## src/rtl/core/svna_pkg.sv

```systemverilog
// ----------------------------------------------------------------------------
// svna_pkg
// Shared types, widths, codes and helpers for the vertex normal accumulator.
// ----------------------------------------------------------------------------
package svna_pkg;

    // default sizes handed to the top level
    localparam int DEF_MAX_VERTICES = 4096;
    localparam int DEF_MAX_CORNERS  = 16;

    // fixed field widths
    localparam int OP_W   = 2;
    localparam int IDX_W  = 12;
    localparam int POS_W  = 24;
    localparam int NRM_W  = 16;
    localparam int STAT_W = 2;

    // internal arithmetic widths
    localparam int DIFF_W  = POS_W + 1;          // edge vector component
    localparam int CROSS_W = 2 * DIFF_W;         // cross product component
    localparam int SUM_W   = 56;                 // saturating normal sum
    localparam int SUMX_W  = SUM_W + 1;          // sum before saturation
    localparam int MAG_W   = 30;                 // scaled magnitude
    localparam int MUL_W   = MAG_W + 1;          // signed multiplier operand
    localparam int PROD_W  = 2 * MUL_W;          // multiplier product
    localparam int SQ_W    = 62;                 // sum of squares
    localparam int RT_W    = SQ_W + 1;           // root iteration registers
    localparam int ROOT_W  = 31;                 // final root
    localparam int QUO_W   = 17;                 // division quotient bits
    localparam int FRAC_SH = 15;                 // Q1.15 scale shift
    localparam int DVD_W   = MAG_W + FRAC_SH + 1;
    localparam int REM_W   = ROOT_W;
    localparam int CNT_W   = 5;

    localparam int MIN_FACE_CORNERS = 3;
    localparam int NRM_MAX          = 32767;

    // opcodes
    localparam logic [OP_W-1:0] OP_LOAD   = 2'd0;
    localparam logic [OP_W-1:0] OP_CORNER = 2'd1;
    localparam logic [OP_W-1:0] OP_READ   = 2'd2;
    localparam logic [OP_W-1:0] OP_CLEAR  = 2'd3;

    // status codes
    localparam logic [STAT_W-1:0] ST_OK    = 2'd0;
    localparam logic [STAT_W-1:0] ST_FULL  = 2'd1;
    localparam logic [STAT_W-1:0] ST_DROP  = 2'd2;
    localparam logic [STAT_W-1:0] ST_RANGE = 2'd3;

    typedef struct packed {
        logic signed [POS_W-1:0] x;
        logic signed [POS_W-1:0] y;
        logic signed [POS_W-1:0] z;
    } t_pos;

    typedef struct packed {
        logic signed [DIFF_W-1:0] x;
        logic signed [DIFF_W-1:0] y;
        logic signed [DIFF_W-1:0] z;
    } t_diff;

    typedef struct packed {
        logic signed [SUM_W-1:0] x;
        logic signed [SUM_W-1:0] y;
        logic signed [SUM_W-1:0] z;
    } t_sum;

    // commands to the root and divide unit
    typedef struct packed {
        logic sqrt_go;
        logic div_go;
    } t_sd_cmd;

    // sequencer states
    typedef enum logic [4:0] {
        S_IDLE,
        S_CHK_RD,
        S_CHK_CMP,
        S_FETCH,
        S_X_MUL,
        S_X_ACC,
        S_ACC_RD,
        S_ACC_SUM,
        S_ACC_ADD,
        S_N_MAG,
        S_N_SHIFT,
        S_Q_MUL,
        S_Q_ACC,
        S_ROOT_GO,
        S_ROOT_WAIT,
        S_DIV_GO,
        S_DIV_WAIT
    } t_state;

    // saturating add of a face normal component to a running sum
    function automatic logic signed [SUM_W-1:0] sat_add(
        input logic signed [SUM_W-1:0]   s,
        input logic signed [CROSS_W-1:0] d
    );
        logic signed [SUMX_W-1:0] t;
        t = SUMX_W'(s) + SUMX_W'(d);
        if (t[SUMX_W-1] != t[SUMX_W-2]) begin
            sat_add = t[SUMX_W-1] ? {1'b1, {(SUM_W-1){1'b0}}} : {1'b0, {(SUM_W-1){1'b1}}};
        end else begin
            sat_add = t[SUM_W-1:0];
        end
    endfunction

    // magnitude of a signed sum, the most negative value included
    function automatic logic [SUM_W-1:0] mag(input logic signed [SUM_W-1:0] v);
        mag = v[SUM_W-1] ? SUM_W'(-v) : SUM_W'(v);
    endfunction

endpackage

```

## src/rtl/core/svna_root_div.sv

```systemverilog
// ----------------------------------------------------------------------------
// svna_root_div
// Bit-serial integer square root and restoring divider sharing one unit.
// ----------------------------------------------------------------------------
module svna_root_div (
    input  logic                         i_clk,
    input  logic                         i_rst_n,
    input  svna_pkg::t_sd_cmd            i_cmd,
    input  logic [svna_pkg::SQ_W-1:0]    i_rad,
    input  logic [svna_pkg::MAG_W-1:0]   i_num,
    output logic                         o_done,
    output logic [svna_pkg::QUO_W-1:0]   o_quot
);
    import svna_pkg::*;

    logic              r_busy;
    logic              r_is_div;
    logic              r_done;
    logic [CNT_W-1:0]  r_cnt;
    logic [SQ_W-1:0]   r_s;
    logic [RT_W-1:0]   r_r;
    logic [RT_W-1:0]   r_bit;
    logic [ROOT_W-1:0] r_root;
    logic [REM_W-1:0]  r_rem;
    logic [QUO_W-1:0]  r_dq;

    logic [RT_W:0]     sq_trial;
    logic              sq_ge;
    logic [RT_W-1:0]   n_r;
    logic [REM_W:0]    dv_rem2;
    logic              dv_ge;
    logic [REM_W:0]    dv_diff;
    logic [DVD_W-1:0]  dv_init;
    logic              last_step;

    // one root step per cycle
    always_comb begin
        sq_trial = (RT_W+1)'(r_r) + (RT_W+1)'(r_bit);
        sq_ge    = (RT_W+1)'(r_s) >= sq_trial;
        n_r      = sq_ge ? (r_r >> 1) + r_bit : (r_r >> 1);
    end

    // one quotient bit per cycle
    always_comb begin
        dv_rem2 = {r_rem, r_dq[QUO_W-1]};
        dv_ge   = dv_rem2 >= (REM_W+1)'(r_root);
        dv_diff = dv_rem2 - (REM_W+1)'(r_root);
        dv_init = (DVD_W'(i_num) << FRAC_SH) + DVD_W'(r_root >> 1);
    end

    // root walks the trial bit from 2^62 down to 2^0, 32 steps
    assign last_step = r_is_div ? (r_cnt == CNT_W'(QUO_W - 1))
                                : (r_cnt == CNT_W'(ROOT_W));

    // control
    always_ff @(posedge i_clk) begin
        if (!i_rst_n) begin
            r_busy   <= 1'b0;
            r_is_div <= 1'b0;
            r_done   <= 1'b0;
            r_cnt    <= '0;
        end else begin
            r_done <= 1'b0;
            if (i_cmd.sqrt_go || i_cmd.div_go) begin
                r_busy   <= 1'b1;
                r_is_div <= i_cmd.div_go;
                r_cnt    <= '0;
            end else if (r_busy) begin
                r_cnt <= r_cnt + CNT_W'(1);
                if (last_step) begin
                    r_busy <= 1'b0;
                    r_done <= 1'b1;
                end
            end
        end
    end

    // datapath
    always_ff @(posedge i_clk) begin
        if (i_cmd.sqrt_go) begin
            r_s   <= i_rad;
            r_r   <= '0;
            r_bit <= RT_W'(1) << SQ_W;
        end else if (i_cmd.div_go) begin
            r_rem <= REM_W'(dv_init >> QUO_W);
            r_dq  <= dv_init[QUO_W-1:0];
        end else if (r_busy && !r_is_div) begin
            if (sq_ge) begin
                r_s <= r_s - sq_trial[SQ_W-1:0];
            end
            r_r   <= n_r;
            r_bit <= r_bit >> 2;
            if (last_step) begin
                r_root <= n_r[ROOT_W-1:0];
            end
        end else if (r_busy) begin
            r_rem <= dv_ge ? dv_diff[REM_W-1:0] : dv_rem2[REM_W-1:0];
            r_dq  <= {r_dq[QUO_W-2:0], dv_ge};
        end
    end

    assign o_done = r_done;
    assign o_quot = r_dq;

endmodule

```

## config.mk

```make
export PLATFORM = sky130hd
export DESIGN_NAME = svna_root_div
export DESIGN_NICKNAME = d
export VERILOG_FILES = /design/src/rtl/core/svna_pkg.sv /design/src/rtl/core/svna_root_div.sv
export SDC_FILE = /design/constraint.sdc
export NUM_CORES = 1
export LEC_CHECK = 0
export ABC_AREA = 1
export BUFFER_PORTS_ARGS = -buffer_cell sky130_fd_sc_hd__buf_2
export CAP_MARGIN = 30
export CORE_MARGIN = 2
export CORE_UTILIZATION = 40
export DETAILED_ROUTE_END_ITERATION = 7
export SLEW_MARGIN = 10
export SYNTH_ARGS = -nofsm -noshare
export SYNTH_HDL_FRONTEND = slang
export SYNTH_SLANG_ARGS = --single-unit
```

## constraint.sdc

```tcl
create_clock -name i_clk -period 24.8 [get_ports i_clk]
set_input_delay 2.48 -clock i_clk [delete_from_list [all_inputs] [get_ports i_clk]]
set_output_delay 2.48 -clock i_clk [all_outputs]
set_load 0.1 [all_outputs]
```

After elaboration in Yosys (flattened, before gate mapping). Index checks and enable logic that the tools add are counted.

Register bits after elaboration: 244. Latch bits: 0. Bits in writable memories: 0. ROM bits: 0. Input port bits: 96. Output and inout bits: 18. Memories: 0.

Add/sub/neg operators: 6. $mul: 0. Divide/modulo/power cells: 0. Order comparisons: 2. Equality and inequality tests: 4. Shift-type cells: 0. Muxes and demuxes: 17. Bitwise logic cells: 4. Reduce and logical (&&, ||, !) cells: 12.

Operators with widths (number): $mux 62 (4); $mux 31 (3); $add 63x63->64 (1); $ge 62x64->1 (1); $add 62x63->63 (1); $mux 63 (1); $sub 62x62->62 (1); $mux 17 (3); $add 45x30->46 (1); $ge 32x31->1 (1); $sub 31x31->31 (1); $mux 29 (1); $eq 5x5->1 const B (2); $reduce_and 3->1 (2); $reduce_bool 2->1 (3); $add 5x1->5 const B (1); $mux 1 (5); $not 1->1 (4); $reduce_and 4->1 (1); $reduce_or 3->1 (1); $ne 2x1->1 const B (1); $ne 2x2->1 const B (1); $reduce_and 2->1 (1); $reduce_or 2->1 (1); other kinds (3) (3).

Logic depth before layout (Yosys ltp).
Depth in word-level cells: 6. Depth in mapped cells: 38. Mapped depth without buffers: 37.

Worst setup path after synthesis. OpenSTA, ideal clock, no wires.

Path kind: flip-flop to flip-flop. Start: reg r_r[6]. End: reg r_s[0], enable pin. Library setup time: 0.568 ns. Arrival: 8.040 ns. Slack: 16.193 ns. Stages on the path, launching flop included: 34. Clock period less this slack: 8.607 ns. Cell sequence: dfxtp_1 ha_1 nand2_1 o21ai_1 inv_1 nand2_1 nand2_1 nand2_1 nand3_1 nand2_1 nand2_1 nand2_1 nand2_1 nand2_1 a21boi_0 o21ai_0 xor2_1 ha_1 nand2_1 inv_2 nand2_1 nor2_1 nand2_1 nor2_1 nand2_1 nand3_1 nand2_1 nand2_1 nand2_1 nand2_2 nand2_2 buf_6 buf_6 o21ai_0.

Word-level cells in the longest chain between the ends: 4.

Ends and longest elaborated chain: from (decl) (RTL line svna_root_div.sv:21) `logic [RT_W-1:0] r_r;`; from (signal assigned) (RTL line svna_root_div.sv:91) `r_r <= n_r;`; $add 63x63->64 (RTL line svna_root_div.sv:38) `sq_trial = (RT_W+1)'(r_r) + (RT_W+1)'(r_bit);`; $ge 62x64->1 (RTL line svna_root_div.sv:39) `sq_ge = (RT_W+1)'(r_s) >= sq_trial;`; $reduce_bool 2->1 (no line); $reduce_and 3->1 (no line); to (signal assigned) (RTL line svna_root_div.sv:81) `r_s <= i_rad;`; to (signal assigned) (RTL line svna_root_div.sv:89) `r_s <= r_s - sq_trial[SQ_W-1:0];`; to (decl) (RTL line svna_root_div.sv:20) `logic [SQ_W-1:0] r_s;`.

Every way passes these cells. A chain may end at the register's enable or synchronous reset.

Worst setup path in the final report.
Start: reg r_r[2]. End: reg r_s[7], enable pin.

The elaborated chain is that of the path after synthesis.

==> out/metrics.csv <==
metric,value,unit
seq_area_frac_synth,26.3,%
cts-resized-gates,0,
synth_area_leaders,"edfxtp_1 18%, nand2_1 16%, ha_1 9.1%",
rsz0062_at_grt,no,
cp-end-kind,flip-flop,
synth.most_common_cell,nand2_1,
slew_headroom,32.5,%
cts_max_level,2,
min_from,r_cnt[4],
drive_gt1_share,6.09,%
synth_seq_cells,244,
synth-main-ff-cell,edfxtp_1,
cap_violations,0,
wl_per_cell,18.2,µm
path_max_fanout,64,
grt_pass1_wl,132,mm
synth_edf_count,141,
leakagePower,11.6,nW
ys_async_sr_fraction,0,%
rows,89,
min_period,6.71,ns
worst_pin_slew,1.00,ns
fmax,0.149,GHz
grt-ovfl-total,0,
yosysWarnings,0,
failed_checks,design-rule violations,
grtUsageTotal,26.8,%
initial_core_util,40.5,%
ant_nets,0,
ctsHoldBuffers,0,
layout-area-overhead-vs-synth,10.1,%
place.detailed.hpwl,68.1,mm
power_density,52.8,nW/µm²
antenna_found_initial,1,
die_area,61800,µm²
seq_area,6300,µm²
drt-initial-drc-count,2404,
die_h,249,µm
grt_pass1_vias,22900,
worst_setup_path_start_kind,flip-flop,
synthCells,3772,
viasPerCell,5.34,
num_antenna_cells,0,
cts-buffers-inserted,34,
finalCritPeriodShare,27.1,%
setup.worst_path.start,r_r[2],
cts_root_buf,clkbuf_16,
critPathMostFrequentCell,nand2_1,
cts.clk_slew.worst_paths,0.06,ns
ir_drop,0.0548,mV
cts_setup_buffers,0,
drt_first_pass_iters,8,
setup_violations,0,
clock_path_buffers,3,
syn_area,23900,µm²
crit-reg2reg-launch,r_r[2],
skew,0.0193,ns
synth.cells.most_frequent,"1017 x nand2_1, 521 x inv_1, 368 x nor2_1, 346 x a21oi_1, 281 x o21ai_0",
ff2ff_setup_slack,18.09,ns
worstPathArrival,6.90,ns
synth_area_per_cell,6.35,µm²
fin_tns_setup,0,ns
cp_data_required_time,24.99,ns
synth_cell_types,47,
cts_tree,done,
synth_fp_nets,4045,
power.total,1.39,mW
crit_buf_inv,4,
place.port_buffers,113,
wirelength,84.8,mm
clock_sinks,244,
status,finished with violations,
cpLargestDelayFamily,simple AND/OR/NAND/NOR gates,
fin_nets,4125,
slowest_stage,buf_4,
post-synth-top-area-cell,edfxtp_1,
ios,114,
path_class,flip-flop to flip-flop,
cpPeakStageDelay,0.67,ns
post-route-drc-count,8,
multi_input_area,15400,µm²
insertion_delay,0.58,ns
synth_top_area_share,17.7,%
drv_slew,0,
grt_max_degree,85,
gp_congestion,0.991,
die_w,249,µm
core_area,59100,µm²
fillers,6373,
hp-class,flip-flop to flip-flop,
num_vias,24800,
hold_viol_final,0,
[state kept, by name, indices dropped and copies added (netlist names)]
signal,count
o_done,1
o_quot,17
r_bit,32
r_busy,1
r_cnt,5
r_is_div,1
r_r,63
r_rem,31
r_root,31
r_s,62
[cell usage in the layout (no fill, tap or decap), drive strengths merged, types with 18 or more instances in the layout]
cell type and n:
a21o 21, a21oi 346, buf 128, clkbuf 47, dfxtp 103, edfxtp 141
ha 174, inv 526, nand2 1021, nand3 248, nand4 26, nor2 370
nor3 44, nor4 18, o21ai 319, o21bai 41, or2 33, xnor2 41
xor2 110
[cells by family (layout without fill, tap and decap cells)]
group | Yosys count | count (layout) | share of synthesized area, %
adders and majority gates | 177 | 177 | 9.34
buffers and inverters | 609 | 715 | 9.76
AOI/OAI and AO/OA | 807 | 807 | 18.4
and+or+nand+nor | 1784 | 1784 | 30.7
DFF | 244 | 244 | 26.3
xor gates and xnor gates | 151 | 151 | 5.52
[final timing paths]
| kind | end | cells past startpoint |
|---|---|---|
| min reg2reg | r_cnt[4] | 1 |
| max reg2reg | r_s[7] | 30 |
| max | r_s[7] | 30 |
| min | r_cnt[4] | 1 |
[stage by stage]
step | util, % | hold slack (ns) | cells | setup slack (ns) | cell area, µm²
finish | 44.6 | 0.463 | 4651 | 18.09 | 26400
floorplan | - | 0.422 | 3772 | 16.19 | 23900
global route | 44.6 | 0.496 | 4651 | 17.59 | 26400
CTS | 44.6 | 0.459 | 4651 | 18.21 | 26400
detailed placement | 42.7 | 0.444 | 4589 | 18.24 | 25300
global placement | 42.7 | 0.447 | 4589 | 18.28 | 25300
[metal layers]
metal  wire, µm  up-vias  GRT usage (%)  share of wire, %
met3       5570      103           3.94               6.6
met4       2000        0           6.75               2.4
met1      40200    11300           38.3                47
met2      37000      763           42.4                44
met5          0        -              0                 0
li1           -    12600              -                 -
[where the power goes]
part | switching [mW] | total [mW] | internal [mW]
Sequential | 0.0221 | 0.485 | 0.463
Clock | 0.211 | 0.496 | 0.285
Combinational | 0.280 | 0.411 | 0.131
Total | 0.513 | 1.39 | 0.879
[cell type report]
type                            instances  share of cell area, %
Multi-Input combinational cell       2919                   58.2
Clock inverter                         15                  0.555
Timing Repair Buffer                  128                   2.58
Tap cell                              773                   3.67
Clock buffer                           47                   3.64
Inverter                              525                   7.47
Sequential cell                       244                   23.9
(Power assumes the default switching activity.)
